$ cat src/rtl/assert_macros.svh
// Assertion helpers used by the RTL.
// ASSERT_IMPL: when ante holds at a clock edge, cons holds at the same edge.
// ASSERT_NEXT: when ante holds at a clock edge, cons holds at the next edge.
`ifndef ASSERT_MACROS_SVH
`define ASSERT_MACROS_SVH

`ifndef SYNTH
`define ASSERT_IMPL(label, clk, rst_n, ante, cons) \
    label: assert property (@(posedge clk) disable iff (!(rst_n)) (ante) |-> (cons)) \
        else $error("assertion failed");
`define ASSERT_NEXT(label, clk, rst_n, ante, cons) \
    label: assert property (@(posedge clk) disable iff (!(rst_n)) (ante) |=> (cons)) \
        else $error("assertion failed");
`else
`define ASSERT_IMPL(label, clk, rst_n, ante, cons)
`define ASSERT_NEXT(label, clk, rst_n, ante, cons)
`endif

`endif

$ cat src/rtl/kcl_pkg.sv
`timescale 1ns / 1ps

package kcl_pkg;

    // Entry buffer geometry
    localparam int MAX_LEN    = 5;
    localparam int CNT_W      = $clog2(MAX_LEN + 1);
    localparam int KEY_W      = 4;
    localparam int MASTER_LEN = 5;

    // Field widths
    localparam int LOCK_W  = 16;
    localparam int ATT_W   = 3;
    localparam int EV_W    = 3;
    localparam int LEN_W   = 3;
    localparam int PHASE_W = 2;

    // Configuration port
    localparam int CFG_IDX_W  = 1;
    localparam int CFG_DATA_W = LOCK_W;
    localparam logic [CFG_IDX_W-1:0] CFG_LOCKOUT_TICKS = 1'b0;
    localparam logic [CFG_IDX_W-1:0] CFG_MAX_ATTEMPTS  = 1'b1;

    // Register reset values
    localparam logic [LOCK_W-1:0] RST_LOCKOUT_TICKS = 16'd30000;
    localparam logic [ATT_W-1:0]  RST_MAX_ATTEMPTS  = 3'd3;

    // Special keys
    localparam logic [KEY_W-1:0] KEY_A    = 4'd3;
    localparam logic [KEY_W-1:0] KEY_B    = 4'd7;
    localparam logic [KEY_W-1:0] KEY_HASH = 4'd14;

    // Item modes
    localparam logic MODE_KEY  = 1'b0;
    localparam logic MODE_TICK = 1'b1;

    // Reported phase codes
    localparam logic [PHASE_W-1:0] PHASE_SET   = 2'd0;
    localparam logic [PHASE_W-1:0] PHASE_ENTRY = 2'd1;
    localparam logic [PHASE_W-1:0] PHASE_LOCK  = 2'd2;

    // Lock phase state
    typedef enum logic [2:0] {
        PH_SET   = 3'b001,
        PH_ENTRY = 3'b010,
        PH_LOCK  = 3'b100
    } t_phase;

    // Event codes
    typedef enum logic [EV_W-1:0] {
        EV_NONE      = 3'd0,
        EV_CODE_SET  = 3'd1,
        EV_GRANTED   = 3'd2,
        EV_MASTER    = 3'd3,
        EV_WRONG     = 3'd4,
        EV_LOCKED    = 3'd5,
        EV_LOCK_OVER = 3'd6
    } t_event;

    typedef logic [MAX_LEN-1:0][KEY_W-1:0] t_keys;

    typedef struct packed {
        logic [LOCK_W-1:0] lockout_ticks;
        logic [ATT_W-1:0]  max_attempts;
    } t_cfg;

    typedef struct packed {
        logic             mode;
        logic [KEY_W-1:0] key_code;
    } t_item;

    typedef struct packed {
        logic [EV_W-1:0]    event_res;
        logic [ATT_W-1:0]   attempts_left;
        logic [LEN_W-1:0]   entry_length;
        logic [PHASE_W-1:0] phase_now;
    } t_result;

    typedef struct packed {
        logic code_match;
        logic master;
    } t_match;

endpackage

$ cat src/rtl/kcl_in_if.sv
`timescale 1ns / 1ps

// Request channel: one key press or timer tick per transfer
interface kcl_in_if import kcl_pkg::*; ();
    logic             valid;
    logic             ready;
    logic             mode;
    logic [KEY_W-1:0] key_code;

    modport source (output valid, output mode, output key_code, input ready);
    modport sink   (input valid, input mode, input key_code, output ready);
endinterface

$ cat src/rtl/kcl_out_if.sv
`timescale 1ns / 1ps

// Result channel: one result per request
interface kcl_out_if import kcl_pkg::*; ();
    logic               valid;
    logic               ready;
    logic [EV_W-1:0]    event_res;
    logic [ATT_W-1:0]   attempts_left;
    logic [LEN_W-1:0]   entry_length;
    logic [PHASE_W-1:0] phase_now;

    modport source (output valid, output event_res, output attempts_left,
                    output entry_length, output phase_now, input ready);
    modport sink   (input valid, input event_res, input attempts_left,
                    input entry_length, input phase_now, output ready);
endinterface

$ cat src/rtl/keypad_code_lock.sv
// Keypad code lock. Each request is a key press or a timer tick and gives exactly
// one result: event, attempts left, entry length and phase. The block takes one
// request per cycle while its results are taken. A result is presented once its
// request has passed the input register and its result has been loaded into the
// result register. While a result waits, one more request can still be taken into
// the input register; further requests stall until the waiting result is taken.
// The whole step (entry update, five-key compare, attempt and lockout bookkeeping)
// is one short combinational pass in the core between those two registers. The two
// configuration registers (lockout ticks, max attempts) are written through a plain
// write port and should only change while the lock is idle.
`timescale 1ns / 1ps
`include "assert_macros.svh"

module keypad_code_lock import kcl_pkg::*; (
    input  logic                  i_clk,
    input  logic                  i_rst_n,
    input  logic                  i_cfg_we,
    input  logic [CFG_IDX_W-1:0]  i_cfg_idx,
    input  logic [CFG_DATA_W-1:0] i_cfg_data,
    kcl_in_if.sink                i_req,
    kcl_out_if.source             o_res
);

    t_cfg    r_cfg;
    logic    r_in_valid;
    t_item   r_item;
    logic    r_out_valid;
    t_result r_result;
    t_result step_result;
    logic    advance;

    // Configuration registers
    always_ff @(posedge i_clk) begin
        if (!i_rst_n) begin
            r_cfg.lockout_ticks <= RST_LOCKOUT_TICKS;
            r_cfg.max_attempts  <= RST_MAX_ATTEMPTS;
        end else if (i_cfg_we) begin
            unique case (i_cfg_idx)
                CFG_LOCKOUT_TICKS: r_cfg.lockout_ticks <= i_cfg_data;
                CFG_MAX_ATTEMPTS:  r_cfg.max_attempts  <= ATT_W'(i_cfg_data);
                default: ;
            endcase
        end
    end

    // Pipeline flow: input stage moves when the result register is free or draining
    assign advance     = r_in_valid && (!r_out_valid || o_res.ready);
    assign i_req.ready = !r_in_valid || advance;

    // Input register
    always_ff @(posedge i_clk) begin
        if (!i_rst_n) begin
            r_in_valid <= 1'b0;
        end else if (i_req.ready) begin
            r_in_valid <= i_req.valid;
        end
    end

    always_ff @(posedge i_clk) begin
        if (i_req.valid && i_req.ready) begin
            r_item.mode     <= i_req.mode;
            r_item.key_code <= i_req.key_code;
        end
    end

    kcl_core u_core (
        .i_clk    (i_clk),
        .i_rst_n  (i_rst_n),
        .i_cfg    (r_cfg),
        .i_step   (advance),
        .i_item   (r_item),
        .o_result (step_result)
    );

    // Result register
    always_ff @(posedge i_clk) begin
        if (!i_rst_n) begin
            r_out_valid <= 1'b0;
        end else if (advance) begin
            r_out_valid <= 1'b1;
        end else if (o_res.ready) begin
            r_out_valid <= 1'b0;
        end
    end

    always_ff @(posedge i_clk) begin
        if (advance) begin
            r_result <= step_result;
        end
    end

    assign o_res.valid         = r_out_valid;
    assign o_res.event_res     = r_result.event_res;
    assign o_res.attempts_left = r_result.attempts_left;
    assign o_res.entry_length  = r_result.entry_length;
    assign o_res.phase_now     = r_result.phase_now;

    // Checks
    `ASSERT_NEXT(a_step_gives_result, i_clk, i_rst_n, advance, r_out_valid)
    `ASSERT_IMPL(a_lock_no_attempts, i_clk, i_rst_n,
        o_res.valid && (o_res.phase_now == PHASE_LOCK), o_res.attempts_left == '0)
    `ASSERT_IMPL(a_entry_short, i_clk, i_rst_n,
        o_res.valid, int'(o_res.entry_length) < MAX_LEN)
    `ASSERT_IMPL(a_finish_clears, i_clk, i_rst_n,
        o_res.valid && (o_res.event_res != EV_NONE) && (o_res.event_res != EV_LOCK_OVER),
        o_res.entry_length == '0)

endmodule

$ cat src/rtl/kcl_match.sv
`timescale 1ns / 1ps

// Parallel compare of the entry against the stored code and the master code
module kcl_match import kcl_pkg::*; (
    input  t_keys            i_keys,
    input  logic [CNT_W-1:0] i_count,
    input  t_keys            i_stored,
    input  logic [CNT_W-1:0] i_stored_len,
    output t_match           o_match
);

    always_comb begin
        o_match.code_match = (i_count == i_stored_len);
        o_match.master     = (MASTER_LEN <= MAX_LEN) && (int'(i_count) == MASTER_LEN);
        for (int i = 0; i < MAX_LEN; i++) begin
            // only keys inside the entry take part
            if ((CNT_W'(i) < i_count) && (i_keys[i] != i_stored[i])) begin
                o_match.code_match = 1'b0;
            end
            if ((i < MASTER_LEN) && (i_keys[i] != KEY_A)) begin
                o_match.master = 1'b0;
            end
        end
    end

endmodule

$ cat src/rtl/kcl_core.sv
`timescale 1ns / 1ps

// Lock state and the single-pass step for one request
module kcl_core import kcl_pkg::*; (
    input  logic    i_clk,
    input  logic    i_rst_n,
    input  t_cfg    i_cfg,
    input  logic    i_step,
    input  t_item   i_item,
    output t_result o_result
);

    t_phase            r_phase, n_phase;
    t_keys             r_keys, n_keys;
    logic [CNT_W-1:0]  r_count, n_count;
    t_keys             r_stored, n_stored;
    logic [CNT_W-1:0]  r_stored_len, n_stored_len;
    logic [ATT_W-1:0]  r_attempts, n_attempts;
    logic [LOCK_W-1:0] r_lock_cnt, n_lock_cnt;

    t_keys             keys_post;
    logic [CNT_W-1:0]  count_post;
    logic              is_key, is_digit, finish;
    logic [ATT_W-1:0]  full_attempts;
    t_match            match;
    t_event            ev;
    logic [PHASE_W-1:0] phase_code;

    assign full_attempts = (i_cfg.max_attempts == '0) ? ATT_W'(1) : i_cfg.max_attempts;

    assign is_key   = (i_item.mode == MODE_KEY) && (r_phase != PH_LOCK);
    assign is_digit = is_key && (i_item.key_code != KEY_B) && (i_item.key_code != KEY_HASH);

    // Entry buffer after this key (append or backspace)
    always_comb begin
        keys_post  = r_keys;
        count_post = r_count;
        if (is_digit && (int'(r_count) < MAX_LEN)) begin
            for (int i = 0; i < MAX_LEN; i++) begin
                if (CNT_W'(i) == r_count) begin
                    keys_post[i] = i_item.key_code;
                end
            end
            count_post = r_count + CNT_W'(1);
        end else if (is_key && (i_item.key_code == KEY_B) && (r_count != '0)) begin
            for (int i = 0; i < MAX_LEN; i++) begin
                if (CNT_W'(i) == r_count - CNT_W'(1)) begin
                    keys_post[i] = '0;
                end
            end
            count_post = r_count - CNT_W'(1);
        end
    end

    assign finish = (is_key && (i_item.key_code == KEY_HASH))
                 || (is_digit && (int'(count_post) >= MAX_LEN));

    kcl_match u_match (
        .i_keys       (keys_post),
        .i_count      (count_post),
        .i_stored     (r_stored),
        .i_stored_len (r_stored_len),
        .o_match      (match)
    );

    // Next state and event
    always_comb begin
        n_phase      = r_phase;
        n_keys       = keys_post;
        n_count      = count_post;
        n_stored     = r_stored;
        n_stored_len = r_stored_len;
        n_attempts   = r_attempts;
        n_lock_cnt   = r_lock_cnt;
        ev           = EV_NONE;
        if (i_item.mode == MODE_TICK) begin
            if (r_phase == PH_LOCK) begin
                if (r_lock_cnt <= LOCK_W'(1)) begin
                    n_lock_cnt = '0;
                    n_phase    = PH_ENTRY;
                    n_attempts = full_attempts;
                    ev         = EV_LOCK_OVER;
                end else begin
                    n_lock_cnt = r_lock_cnt - LOCK_W'(1);
                end
            end
        end else if (finish) begin
            n_keys  = '0;
            n_count = '0;
            if (r_phase == PH_SET) begin
                n_stored     = keys_post;
                n_stored_len = count_post;
                n_phase      = PH_ENTRY;
                n_attempts   = full_attempts;
                ev           = EV_CODE_SET;
            end else if (match.code_match) begin
                ev = EV_GRANTED;
            end else if (match.master) begin
                n_phase = PH_SET;
                ev      = EV_MASTER;
            end else if (r_attempts <= ATT_W'(1)) begin
                n_attempts = '0;
                n_phase    = PH_LOCK;
                n_lock_cnt = i_cfg.lockout_ticks;
                ev         = EV_LOCKED;
            end else begin
                n_attempts = r_attempts - ATT_W'(1);
                ev         = EV_WRONG;
            end
        end
    end

    // Phase as reported
    always_comb begin
        unique case (n_phase)
            PH_SET:   phase_code = PHASE_SET;
            PH_ENTRY: phase_code = PHASE_ENTRY;
            PH_LOCK:  phase_code = PHASE_LOCK;
            default:  phase_code = PHASE_SET;
        endcase
    end

    assign o_result.event_res     = ev;
    assign o_result.attempts_left = n_attempts;
    assign o_result.entry_length  = LEN_W'(n_count);
    assign o_result.phase_now     = phase_code;

    // State update on each accepted step
    always_ff @(posedge i_clk) begin
        if (!i_rst_n) begin
            r_phase      <= PH_SET;
            r_keys       <= '0;
            r_count      <= '0;
            r_stored     <= '0;
            r_stored_len <= '0;
            r_attempts   <= RST_MAX_ATTEMPTS;
            r_lock_cnt   <= '0;
        end else if (i_step) begin
            r_phase      <= n_phase;
            r_keys       <= n_keys;
            r_count      <= n_count;
            r_stored     <= n_stored;
            r_stored_len <= n_stored_len;
            r_attempts   <= n_attempts;
            r_lock_cnt   <= n_lock_cnt;
        end
    end

endmodule

$ cat src/flat_wrapper.sv
// flat-port wrapper written by rule: the top's interface ports become plain ports
module keypad_code_lock_flat import kcl_pkg::*;
  (i_clk, i_rst_n, i_cfg_we, i_cfg_idx, i_cfg_data, i_req_valid, i_req_mode, i_req_key_code, i_req_ready, o_res_valid, o_res_event_res, o_res_attempts_left, o_res_entry_length, o_res_phase_now, o_res_ready);
  kcl_in_if i_req_i ();
  kcl_out_if o_res_i ();
  input  logic i_clk;
  input  logic i_rst_n;
  input  logic i_cfg_we;
  input  logic [CFG_IDX_W-1:0] i_cfg_idx;
  input  logic [CFG_DATA_W-1:0] i_cfg_data;
  input wire logic [$bits(i_req_i.valid)-1:0] i_req_valid;
  input wire logic [$bits(i_req_i.mode)-1:0] i_req_mode;
  input wire logic [$bits(i_req_i.key_code)-1:0] i_req_key_code;
  output wire logic [$bits(i_req_i.ready)-1:0] i_req_ready;
  output wire logic [$bits(o_res_i.valid)-1:0] o_res_valid;
  output wire logic [$bits(o_res_i.event_res)-1:0] o_res_event_res;
  output wire logic [$bits(o_res_i.attempts_left)-1:0] o_res_attempts_left;
  output wire logic [$bits(o_res_i.entry_length)-1:0] o_res_entry_length;
  output wire logic [$bits(o_res_i.phase_now)-1:0] o_res_phase_now;
  input wire logic [$bits(o_res_i.ready)-1:0] o_res_ready;
  assign i_req_i.valid = i_req_valid;
  assign i_req_i.mode = i_req_mode;
  assign i_req_i.key_code = i_req_key_code;
  assign i_req_ready = i_req_i.ready;
  assign o_res_valid = o_res_i.valid;
  assign o_res_event_res = o_res_i.event_res;
  assign o_res_attempts_left = o_res_i.attempts_left;
  assign o_res_entry_length = o_res_i.entry_length;
  assign o_res_phase_now = o_res_i.phase_now;
  assign o_res_i.ready = o_res_ready;
  keypad_code_lock u_core (.i_clk(i_clk), .i_rst_n(i_rst_n), .i_cfg_we(i_cfg_we), .i_cfg_idx(i_cfg_idx), .i_cfg_data(i_cfg_data), .i_req(i_req_i), .o_res(o_res_i));
endmodule
$ cat config.mk
export PLATFORM = sky130hd
export DESIGN_NAME = keypad_code_lock_flat
export DESIGN_NICKNAME = d
export VERILOG_FILES = /design/src/rtl/kcl_pkg.sv /design/src/rtl/kcl_in_if.sv /design/src/rtl/kcl_out_if.sv /design/src/rtl/keypad_code_lock.sv /design/src/rtl/kcl_match.sv /design/src/rtl/kcl_core.sv /design/src/flat_wrapper.sv
export VERILOG_INCLUDE_DIRS = /design/src /design/src/rtl
export SDC_FILE = /design/constraint.sdc
export NUM_CORES = 1
export LEC_CHECK = 0
export BUFFER_PORTS_ARGS = -buffer_cell sky130_fd_sc_hd__buf_2
export CORE_ASPECT_RATIO = 0.75
export CORE_MARGIN = 2
export CORE_UTILIZATION = 55
export DETAILED_ROUTE_END_ITERATION = 10
export PLACE_DENSITY = 0.76
export SYNTH_ARGS = -nofsm -noshare
export SYNTH_HDL_FRONTEND = slang
export SYNTH_HIERARCHICAL = 1
export SYNTH_SLANG_ARGS = --single-unit
$ cat constraint.sdc
create_clock -name i_clk -period 3.8 [get_ports i_clk]
set_input_delay 0 -clock i_clk [delete_from_list [all_inputs] [get_ports i_clk]]
set_output_delay 0 -clock i_clk [all_outputs]
set_load 0.05 [all_outputs]
# Word-level counts from Yosys, hierarchy flattened
# Index checks and enable logic that the tools add are counted.
[op_classes]
add_sub_neg = 4
multipliers = 0
n_div = 0
order_cmp = 9
n_eq_ne = 33
n_shift = 0
mux = 64
n_bitwise = 2
reduce_logical = 31
[op_table]
columns = ["cell", "n"]
rows = [
  ["16-bit two-way mux", 8],
  ["3-bit two-way mux", 28],
  ["20-bit two-way mux", 4],
  ["4-bit two-way mux", 10],
  ["4-bit by 2-bit inequality test with 1-bit output, second input constant", 5],
  ["4-bit inequality test", 5],
  ["16-bit by 1-bit less-or-equal comparator with 1-bit output, second input constant", 1],
  ["16-bit by 1-bit subtractor with 16-bit output, second input constant", 1],
  ["1-bit logical AND", 15],
  ["1-bit two-way mux", 13],
  ["2-bit by 3-bit == test with 1-bit output, first input constant", 4],
  ["3-bit == test, second input constant", 3],
  ["3-bit zero test", 3],
  ["7-bit AND reduction", 1],
  ["1-bit by 3-bit == test with 1-bit output, first input constant", 2],
  ["3-bit == test, first input constant", 2],
  ["1-bit by 3-bit less-than comparator with 1-bit output, first input constant", 2],
  ["2-bit by 3-bit less-than comparator with 1-bit output, first input constant", 2],
  ["2-bit by 1-bit inequality test with 1-bit output, second input constant", 3],
  ["2-bit nonzero test", 3],
  ["3-bit by 1-bit subtractor with 3-bit output, second input constant", 2],
  ["4-bit by 3-bit == test with 1-bit output, second input constant", 1],
  ["4-bit == test, second input constant", 1],
  ["4-bit by 3-bit inequality test with 1-bit output, second input constant", 1],
  ["other kinds (18)", 23],
]
[totals]
regBits = 105
latch_bits = 0
mem_bits_rw = 0
romBits = 0
inputBits = 27
out_inout_bits = 13
elab_cells = 168
n_memories = 0

# Logic depth before layout (Yosys ltp)
# Gate-level depths: netlist of run 1.
[depth]
depth_word = 19
mapped_depth = 19
ltp_nobuf = 19

# Cells and area by module
# The synthesis of run 1 kept the hierarchy.
[by_module_without_submodules]
columns = ["module", "n_inst", "cells_per_inst", "area_each_um2", "seq_area_each_um2"]
rows = [
  ["kcl_core", 1, 534, 4141.5, 1361.3],
  ["keypad_code_lock", 1, 109, 1350.0, 900.9],
  ["kcl_match", 1, 44, 360.3, 0.0],
]

# Least setup slack after synthesis of run 1
# OpenSTA, ideal clock, no wires.
[synth_path]
kind = "flip-flop to flip-flop"
startpoint = "register u_core.u_core.r_count[1]"
endpoint = "register u_core.u_core.r_attempts[0]"
setup_time_ns = 0.120
t_arrival_ns = 4.013
required_ns = 3.680
path_slack_ns = -0.333
path_stages_with_launch = 19
path_buffers = 0
synth_period_minus_slack_ns = 4.133
path_cell_list = "dfxtp_1 -> inv_1 -> ha_1 -> nor2b_1 -> nor4_2 -> nand2_1 -> a2bb2oi_1 -> o22a_1 -> a22o_1 -> xor2_1 -> nor4_2 -> o21bai_1 -> a2111oi_2 -> or2_2 -> nor3_1 -> a21oi_1 -> o21ai_0 -> mux2_2 -> a211o_1"
[synth_rtl]
columns = ["element", "line", "text"]
rows = [
  ["start: declaration", "kcl_core.sv:15", "logic [CNT_W-1:0] r_count, n_count;"],
  ["start signal: assignment", "kcl_core.sv:141", "r_count <= n_count;"],
  ["end signal: assignment", "kcl_core.sv:144", "r_attempts <= n_attempts;"],
  ["end: declaration", "kcl_core.sv:18", "logic [ATT_W-1:0] r_attempts, n_attempts;"],
]

==> impl_metrics.yaml, run 1 <==
status:
  outcome: "finished with violations"
  violations: "negative setup slack"
die:
  fp.dieH_um: 93.3
  die_w_um: 123
  core_area_mm2: 0.0103
  die_area_mm2: 0.0115
  rows: 32
  initial_core_util: 0.566
  pin_count: 40
clocking:
  htreeDepth: 3
  cts_buffer_depth: 2
  cts_buffers: 9
  path_clk_slew_ns: 0.07
  cts_root_buffer: "clkbuf_16"
  insertion_delay_ns: 0.36
  clock-sinks: 105
  cts_tree: "yes"
routing:
  ant_nets: 0
  drc: 0
  wl_per_cell_um: 17.9
  via_count: 5906
  vias_per_cell: 6.19
  dr.pass1.iters: 6
  drt-total-wl_um: 17100
  drt-initial-drc-count: 734
final_layout:
  fin_nets: 851
  drive_gt1_frac: 0.273
  layout_common_cells: "buf_4, dfxtp_1, nand2_1"
  finalNonFillerCells: 954
  final_common_cell: "buf_4"
  area_growth_pct: 28.1
  diodes: 0
  fillCellCount: 742
yosys:
  syn_nets: 725
  ys.flop_type: "dfxtp_1"
  ys_seq_area_frac: 0.387
  synth-edff-count: 16
  synth-seq-cells: 105
  syn_area_per_cell_um2: 8.52
  yosysUniqueCellTypes: 77
  syn_area_mm2: 0.00585
  postSynth.asyncResetShare: 0
  synth_warnings: 6
  syn_inst: 687
timing:
  slew_headroom: 0.192
  worstMarginPinSlew_ns: 1.21
  setup_viol: 26
  period_share: 1.11
  period_needed_ns: 4.20
  fmax_ghz: 0.238
  fin_ws_ns: -0.402
  fin_skew_ns: 0.0111
  final_hold_viol_count: 0
  rsz0062_at_grt: "true"
  slew_violations: 0
worst_setup_path:
  critPathLaunchType: "flip-flop"
  crit_family: "compound AO/OA/AOI/OAI gates"
  cp_max_fo: 5
  critPathMostFrequentCell: "buf_4"
  path_cells: "xor2_2 -> a2111oi_4 -> buf_4 -> buf_4 -> and3_1 -> buf_4 -> a22o_1 -> xnor2_1 -> a41oi_2 -> buf_4 -> a2111oi_4 -> buf_4 -> buf_4 -> nor2_4 -> nand4_1 -> a21o_1 -> buf_6 -> buf_6 -> a32oi_1 -> o32ai_2"
  cp_num_buf_inv: 8
  critPathKind: "flip-flop to flip-flop"
  cpPeakStageDelay_ns: 0.48
  cpMaxStageDelayCell: "a2111oi_4"
  worstPathRequired_ns: 3.99
  cp-end-kind: "flip-flop"
  arrival_ns: 4.40
grt:
  grt_pass1_wl_um: 27900
  grt_max_degree: 58
  grt_usage: 0.311
  grt.overflow.total: 0
  grt_pass1_vias: 5723
  grtUsageMet3: 0.0774
  antenna_found_initial: 0
  grtUsageMet1: 0.421
  globalRoute.busiestLayer: "met2"
  gr-usage-met2: 0.478
hold_path:
  min_path_type: "input pin to flip-flop"
power_and_ir_drop:
  cellLeakagePower_nw: 3.11
  power_mw: 2.59
  ir_worst_vdd_uv: 227
  p_per_area_mw_per_mm2: 345
place:
  routabilityCongestion: 0.915
  portBuffers: 39
  dp_hpwl_um: 11500
  placed_cells: 896
run:
  cap_violations: 0
[worst register-to-register path, stage by stage (launching register included)]
cell and delay (ns):
edfxtp_1 0.46, xor2_2 0.20, a2111oi_4 0.48, buf_4 0.22, buf_4 0.12, and3_1 0.20, buf_4 0.13, a22o_1 0.25
xnor2_1 0.13, a41oi_2 0.22, buf_4 0.16, a2111oi_4 0.04, buf_4 0.18, buf_4 0.14, nor2_4 0.09, nand4_1 0.18
a21o_1 0.23, buf_6 0.14, buf_6 0.13, a32oi_1 0.22, o32ai_2 0.13
[through the flow]
stage          area, µm²  hold slack [ns]   util  setup TNS, ns  worst slack (ns)
6_report            7490           0.0215  0.726          -7.87            -0.402
5_1_grt             7490           0.0401  0.726         -13.56            -0.583
4_1_cts             7380           0.0191  0.714          -4.98            -0.340
3_5_place_dp        6670            0.179  0.646          -4.75            -0.323
3_3_place_gp        6670            0.182  0.646          -3.79            -0.294
2_1_floorplan       5950           0.0989      -        -0.0800           -0.0466
[cell families (layout without fill, tap and decap cells)]
kind of cell | count (synthesis) | count (layout) | synth area share
compound gates | 166 | 166 | 0.208
xor+xnor | 30 | 30 | 0.0462
fa+ha+maj | 11 | 11 | 0.0235
buf+inv | 70 | 201 | 0.0547
flops | 105 | 105 | 0.387
mux | 15 | 15 | 0.0259
simple gates | 290 | 290 | 0.255
[where the power goes]
part / leakage (nW) / internal [mW] / switching, mW / total [mW]
Sequential: 0.877 / 1.16 / 0.0244 / 1.19
Combinational: 2.09 / 0.198 / 0.259 / 0.456
Clock: 0.147 / 0.514 / 0.433 / 0.947
[routing by layer]
layer  vias to the layer above  routed length [µm]  share of wire
li1                       2726                   -              -
met1                      2825                7520           0.44
met2                       295                7580           0.44
met3                        60                1460          0.085
met4                         0                 552          0.032
met5                         -                   0              0
[cell usage after synthesis, types with 3 or more instances]
cell | number | share of area
xnor2_1 | 16 | 0.024
o211ai_1 | 11 | 0.014
nand2_1 | 85 | 0.055
o22a_1 | 3 | 0.0045
mux2i_1 | 14 | 0.024
nor3_1 | 18 | 0.015
buf_6 | 4 | 0.0077
edfxtp_1 | 16 | 0.082
and3_1 | 6 | 0.0064
nand2b_1 | 3 | 0.0032
nor4_1 | 9 | 0.0096
nor3_2 | 13 | 0.022
o32ai_1 | 9 | 0.013
ha_1 | 11 | 0.024
nor3b_1 | 4 | 0.0051
buf_2 | 13 | 0.011
nand4_1 | 4 | 0.0043
a211oi_1 | 4 | 0.0051
or2_2 | 3 | 0.0032
a21oi_1 | 50 | 0.043
a21boi_0 | 3 | 0.0038
a221oi_1 | 3 | 0.0045
a22o_1 | 16 | 0.024
a32oi_1 | 6 | 0.0090
clkbuf_1 | 22 | 0.014
o22ai_1 | 6 | 0.0064
and2_1 | 3 | 0.0032
o21ai_0 | 15 | 0.013
buf_4 | 3 | 0.0038
inv_1 | 26 | 0.017
nor2b_1 | 6 | 0.0064
nand3b_1 | 8 | 0.010
nand3_1 | 34 | 0.029
a41oi_1 | 4 | 0.0060
a31oi_1 | 3 | 0.0032
dfxtp_1 | 89 | 0.30
a2bb2oi_1 | 6 | 0.0090
nor2_1 | 74 | 0.047
o311a_1 | 3 | 0.0051
xor2_1 | 13 | 0.019
[path summary, 6_finish.rpt]
check / from / endpoint / slack [ns] / cells past startpoint
max: u_core/r_item[3] / u_core/u_core/r_lock_cnt[7] / -0.40 / 20
min: o_res_ready / u_core/o_res.valid / 0.02 / 3
max reg2reg: u_core/r_item[3] / u_core/u_core/r_lock_cnt[7] / -0.40 / 20
min reg2reg: u_core/r_cfg[18] / u_core/r_cfg[18] / 0.46 / 2
[flip-flops by register name, indices dropped and copies added, names as in the netlist]
| name | flops |
|---|---|
| u_core/o_res.phase_now | 2 |
| u_core/u_core/r_stored | 20 |
| u_core/r_cfg | 19 |
| u_core/u_core/r_attempts | 3 |
| u_core/u_core/r_stored_len | 3 |
| u_core/o_res.attempts_left | 3 |
| u_core/u_core/r_count | 3 |
| u_core/o_res.valid | 1 |
| u_core/u_core/r_lock_cnt | 16 |
| u_core/r_item | 5 |
| u_core/u_core/r_phase | 3 |
| u_core/u_core/r_keys | 20 |
| u_core/o_res.event_res | 3 |
| u_core/o_res.entry_length | 3 |
| u_core/r_in_valid | 1 |
[final cells by class]
cell class	instances	area [µm²]	area share
flip-flops and latches	105	2270	0.303
inverters	27	104	0.0139
clock inverters	6	67.6	0.00902
multi-input cells	512	3480	0.464
clock buffers	10	229	0.0306
repair buffers	158	1180	0.157
well taps	136	170	0.0227
[what timing repair did]
item / in CTS / in global routing
pin swaps: 24 / 12
setup buffers: 12 / 6
gates resized for setup: 19 / 20
setup endpoints to repair: 26 / 30
hold endpoints to repair: 25 / 0
hold buffers: 23 / 0
gates cloned: 1 / 0
No activity file was read; power rests on OpenSTA's default activity.
==> run 2: changes to the inputs <==
GPL_TIMING_DRIVEN = 0   (was default)
MAX_ROUTING_LAYER = met4   (was default)
SKIP_CTS_REPAIR_TIMING = 1   (was default)
==> run 2 against run 1 <==
Final area down 2.9%. Critical path depth down 1. The run still ends with negative setup slack left. Critical path type unchanged. Utilization down 2.1 points. First-iteration DRC count up 7.2%. Clock power about the same. Die area unchanged. Sequential power about the same. Critical endpoint is now u_core/u_core/r_lock_cnt[9]. Total power down 0.84%. Sequential cell count unchanged. Register-to-register slack worse by 0.20 ns. Hold slack worse by 0.020 ns.
==> impl_metrics.yaml, run 2 (synthesis results as in run 1) <==
final_layout:
  multi_input_area_mm2: 0.00356
  seq_area_mm2: 0.00227
  fin_nets: 824
  final_common_cell: "dfxtp_1"
  reg_top3: "u_core/u_core/r_keys (20), u_core/u_core/r_stored (20), u_core/r_cfg (19)"
  diodes: 0
  drive_gt1_frac: 0.236
  fillCellCount: 793
  area_growth_pct: 24.4
  layout_common_cells: "dfxtp_1, nand2_1, nor2_1"
grt:
  grt_pass1_vias: 5217
  grt_usage: 0.305
  grt.overflow.total: 0
  grt_max_degree: 18
  antenna_found_initial: 0
  grt_pass1_wl_um: 26600
routing:
  via_count: 5832
  drt-total-wl_um: 18000
  ant_nets: 0
  wl_per_cell_um: 19.4
  drt-initial-drc-count: 787
  dr.pass1.iters: 5
  drc: 0
  vias_per_cell: 6.29
worst_setup_path:
  cp_max_fo: 5
  cp_num_buf_inv: 4
  r2r_slack_ns: -0.60
  path_cells: "buf_6 -> nand4b_4 -> nor4_4 -> nand2_1 -> a2bb2oi_2 -> o22a_2 -> a22o_4 -> xor2_1 -> nor4_4 -> o21bai_1 -> a2111oi_4 -> buf_6 -> buf_4 -> nor2_2 -> nand4_1 -> a21oi_4 -> nor2_4 -> buf_6 -> o32ai_1"
  cpMaxStageDelayCell: "edfxtp_1"
  arrival_ns: 4.65
  critPathLaunchType: "flip-flop"
  cpPeakStageDelay_ns: 0.40
  cp-end-kind: "flip-flop"
  crit_family: "compound AO/OA/AOI/OAI gates"
  critPathMostFrequentCell: "buf_6"
  worstPathRequired_ns: 4.05
  crit_start: "u_core/r_item[3]"
  critPathKind: "flip-flop to flip-flop"
  timing.rr.start: "u_core/r_item[3]"
clocking:
  path_clk_slew_ns: 0.07
  clock-sinks: 105
  cts_buffer_depth: 2
  cts_tree: "yes"
  insertion_delay_ns: 0.35
  htreeDepth: 3
  cts_buffers: 9
  cts_root_buffer: "clkbuf_16"
power_and_ir_drop:
  p_per_area_mw_per_mm2: 353
  ir_worst_vdd_uv: 240
  power_mw: 2.57
  cellLeakagePower_nw: 2.90
die:
  core_area_mm2: 0.0103
  die_area_mm2: 0.0115
  initial_core_util: 0.566
  pin_count: 40
  die_w_um: 123
  rows: 32
  fp.dieH_um: 93.3
timing:
  worstMarginPinSlew_ns: 0.916
  setup_viol: 27
  slew_violations: 0
  rsz0062_at_grt: "true"
  period_needed_ns: 4.40
  fin_ws_ns: -0.602
  period_share: 1.16
  slew_headroom: 0.388
  final_hold_viol_count: 0
  fmax_ghz: 0.227
  fin_skew_ns: 0.00574
place:
  routabilityCongestion: 1.00
  dp_slack_ns: -0.929
  dp_hpwl_um: 12100
  portBuffers: 39
hold_path:
  min_path_type: "input pin to flip-flop"
  min-delay-start: "o_res_ready"
status:
  violations: "negative setup slack"
  outcome: "finished with violations"
run:
  cap_violations: 0
## run 2: cell count changes in the layout (fill, tap and decap cells not counted), moves of 4 or more
cell	before	now
nor2_1	72	68
buf_4	88	25
clkbuf_1	1	23
a22o_1	16	11
buf_2	39	49
nor2_2	3	7
## run 2: worst min-delay path: stages
cell     delay [ns]
buf_2          0.09
nor2b_1        0.06
o21a_1         0.16
## run 2: final cells by class
class / instances / share of cell area
Buffer: 43 / 0.0337
Clock buffer: 12 / 0.0339
Clock inverter: 4 / 0.00739
Inverter: 27 / 0.0143
Multi-Input combinational cell: 512 / 0.489
Sequential cell: 105 / 0.312
Tap cell: 136 / 0.0234
Timing Repair Buffer: 88 / 0.0865
## run 2: metrics by stage
stage / hold slack (ns) / area (µm²) / setup TNS (ns) / std cells / utilization
after floorplan: 0.0989 / 5950 / -0.0800 / 687 / -
after global placement: 0.180 / 6320 / -19.51 / 862 / 0.611
after detailed placement: 0.178 / 6320 / -20.01 / 862 / 0.611
after CTS: -0.177 / 6620 / -21.97 / 878 / 0.641
after global routing: 0.0351 / 7280 / -15.71 / 927 / 0.705
final: 0.00184 / 7280 / -13.03 / 927 / 0.705
## run 2: routing by layer
metal  global-route usage  wire, µm
met2                0.453      8200
met3               0.0512      1790
met1                0.432      7760
met4               0.0795       268
met5                    -         0
## run 2: where the power goes
part	leakage, nW	switching (mW)	internal [mW]
registers	0.877	0.0244	1.16
logic	1.88	0.265	0.170
clock network	0.139	0.415	0.531
total	2.90	0.705	1.86
## run 2: worst paths after layout
check | end | cells past startpoint
max | u_core/u_core/r_lock_cnt[9] | 19
min | u_core/o_res.valid | 3
max reg2reg | u_core/u_core/r_lock_cnt[9] | 19
min reg2reg | u_core/r_cfg[4] | 2
==> run 3: changes to the inputs <==
CORE_UTILIZATION = 52   (was 55)
PLACE_DENSITY = 0.73   (was 0.76)
SETUP_SLACK_MARGIN = 0.5   (was default)
==> run 3 against run 2 <==
The flow finishes with violations (negative hold slack, negative setup slack). Combinational power is 4.6% lower. Fmax is 0.90% lower. Clock skew is 0.00072 ns higher. Sequential cell count stayed put. Via count is 2.4% lower. First-iteration DRC count is 21% lower. Critical path depth is 1 lower. Wire length is 1.8% lower. Utilization is 4.3 points lower. Count of clock-buffer cells in the layout is 1 lower. Critical endpoint is now u_core/u_core/r_attempts[0]. Largest cell class unchanged.
==> impl_metrics.yaml, run 3 (synthesis results as in run 1) <==
status:
  outcome: "finished with violations"
  violations: "negative hold slack, negative setup slack"
timing:
  fmax_ghz: 0.225
  final_hold_viol_count: 1
  slew_violations: 0
  worstMarginPinSlew_ns: 0.964
  fin_skew_ns: 0.00646
  setup_viol: 30
  period_needed_ns: 4.44
  period_share: 1.17
  setup_tns_ns: -15.14
  rsz0062_at_grt: "true"
  slew_headroom: 0.351
  holdWs_ns: -0.0149
  fin_ws_ns: -0.642
worst_setup_path:
  arrival_ns: 4.68
  r2r_slack_ns: -0.64
  critPathLaunchType: "flip-flop"
  crit_start: "u_core/r_item[1]"
  timing.rr.start: "u_core/r_item[1]"
  critPathKind: "flip-flop to flip-flop"
  cp_max_fo: 8
  r2r_cells: 18
  cp-end-kind: "flip-flop"
  r2r_end: "u_core/u_core/r_attempts[0]"
  worstPathRequired_ns: 4.04
final_layout:
  diodes: 0
  fillCellCount: 876
  layout_common_cells: "dfxtp_1, nand2_1, nor2_1"
  fin_nets: 820
  multi_input_area_mm2: 0.00353
  final_common_cell: "dfxtp_1"
  stdcell_area_mm2: 0.00724
  postLayoutCoreUtil: 0.662
  reg_top3: "u_core/u_core/r_keys (20), u_core/u_core/r_stored (20), u_core/r_cfg (19)"
  area_growth_pct: 23.8
  drive_gt1_frac: 0.229
  finalNonFillerCells: 927
  seq_area_mm2: 0.00227
clocking:
  clock-sinks: 105
  path_clk_slew_ns: 0.07
  insertion_delay_ns: 0.35
  htreeDepth: 3
  cts_buffer_depth: 2
  cts_tree: "yes"
  cts_root_buffer: "clkbuf_16"
  cts_buffers: 9
die:
  die_w_um: 126
  fp.dieH_um: 95.9
  core_area_mm2: 0.0109
  rows: 33
  die_area_mm2: 0.0121
  pin_count: 40
  initial_core_util: 0.535
routing:
  drt-initial-drc-count: 621
  ant_nets: 0
  via_count: 5691
  dr.pass1.iters: 8
  drc: 0
  drt-total-wl_um: 17700
  wl_per_cell_um: 19.1
  vias_per_cell: 6.14
hold_path:
  hold_path_end: "u_core/r_in_valid"
  min-delay-start: "o_res_ready"
  holdPathStages: 3
  min_path_type: "input pin to flip-flop"
grt:
  grt_pass1_vias: 5100
  grt_max_degree: 18
  grt_pass1_wl_um: 26600
  grt.overflow.total: 0
  antenna_found_initial: 0
  grt_usage: 0.284
place:
  dp_slack_ns: -0.883
  placed_cell_area_mm2: 0.00634
  routabilityCongestion: 0.916
  placed_cells: 866
  portBuffers: 39
  dp_hpwl_um: 12100
power_and_ir_drop:
  cellLeakagePower_nw: 2.88
  p_per_area_mw_per_mm2: 349
  ir_worst_vdd_uv: 246
run:
  cap_violations: 0
==> run 3: cell types whose count changed in the layout (fill, tap and decap cells not counted), sizes merged <==
cell / before / now
buf: 86 / 82
clkinv: 2 / 4
clkinvlp: 2 / 1
dlygate4sd3: 23 / 22
==> run 3: critical path, cell delays in order, from the launching register on <==
cell and delay (ns):
edfxtp_1 0.39, buf_4 0.20, and2_4 0.17, a2111oi_4 0.43, buf_6 0.18, and2_2 0.21
a31oi_1 0.11, a22o_1 0.31, xor2_1 0.19, nor4_2 0.37, o211ai_1 0.20, a2111oi_4 0.45
buf_4 0.20, or2_4 0.12, nor3_2 0.04, a21oi_1 0.13, o21ai_1 0.07, mux2_4 0.30
a211o_1 0.25
==> run 3: routing by layer <==
layer / global-route usage / routed length (µm) / vias up / part of all wire
li1: - / - / 2662 / -
met1: 0.400 / 7950 / 2715 / 0.45
met2: 0.426 / 7960 / 286 / 0.45
met3: 0.0478 / 1510 / 28 / 0.085
met4: 0.0742 / 279 / 0 / 0.016
met5: - / 0 / - / 0
==> run 3: final cells by class <==
class	count	share of cell area
plain buffers	43	0.0344
clock buffers	11	0.0321
clock inverters	5	0.00777
inverters	27	0.0143
multi-input cells	512	0.487
flip-flops and latches	105	0.313
well taps	140	0.0242
repair buffers	84	0.0867
==> run 3: worst max path at each step <==
stage / to / slack [ns] / cells after the start
after detailed placement: u_core/o_res.phase_now[0] / -0.88 / 18
after CTS: u_core/o_res.phase_now[1] / -0.94 / 18
after global routing: u_core/u_core/r_attempts[0] / -0.72 / 18
after floorplan: u_core/u_core/r_attempts[0] / -0.05 / 17
final: u_core/u_core/r_attempts[0] / -0.64 / 18
after global placement: u_core/o_res.phase_now[0] / -0.84 / 18
==> run 3: per-stage QoR <==
stage | power [mW] | hold WS (ns)
finish | 2.53 | -0.0149
detailed placement | 1.56 | 0.178
CTS | 2.47 | -0.179
global route | 2.59 | 0.0204
global placement | 1.55 | 0.180
floorplan | 1.46 | 0.0989
==> run 3: power by group <==
group	leakage, nW	switching [mW]	internal, mW
Combinational	1.86	0.254	0.162
Sequential	0.877	0.0251	1.16
Clock	0.139	0.415	0.511
Total	2.88	0.694	1.83
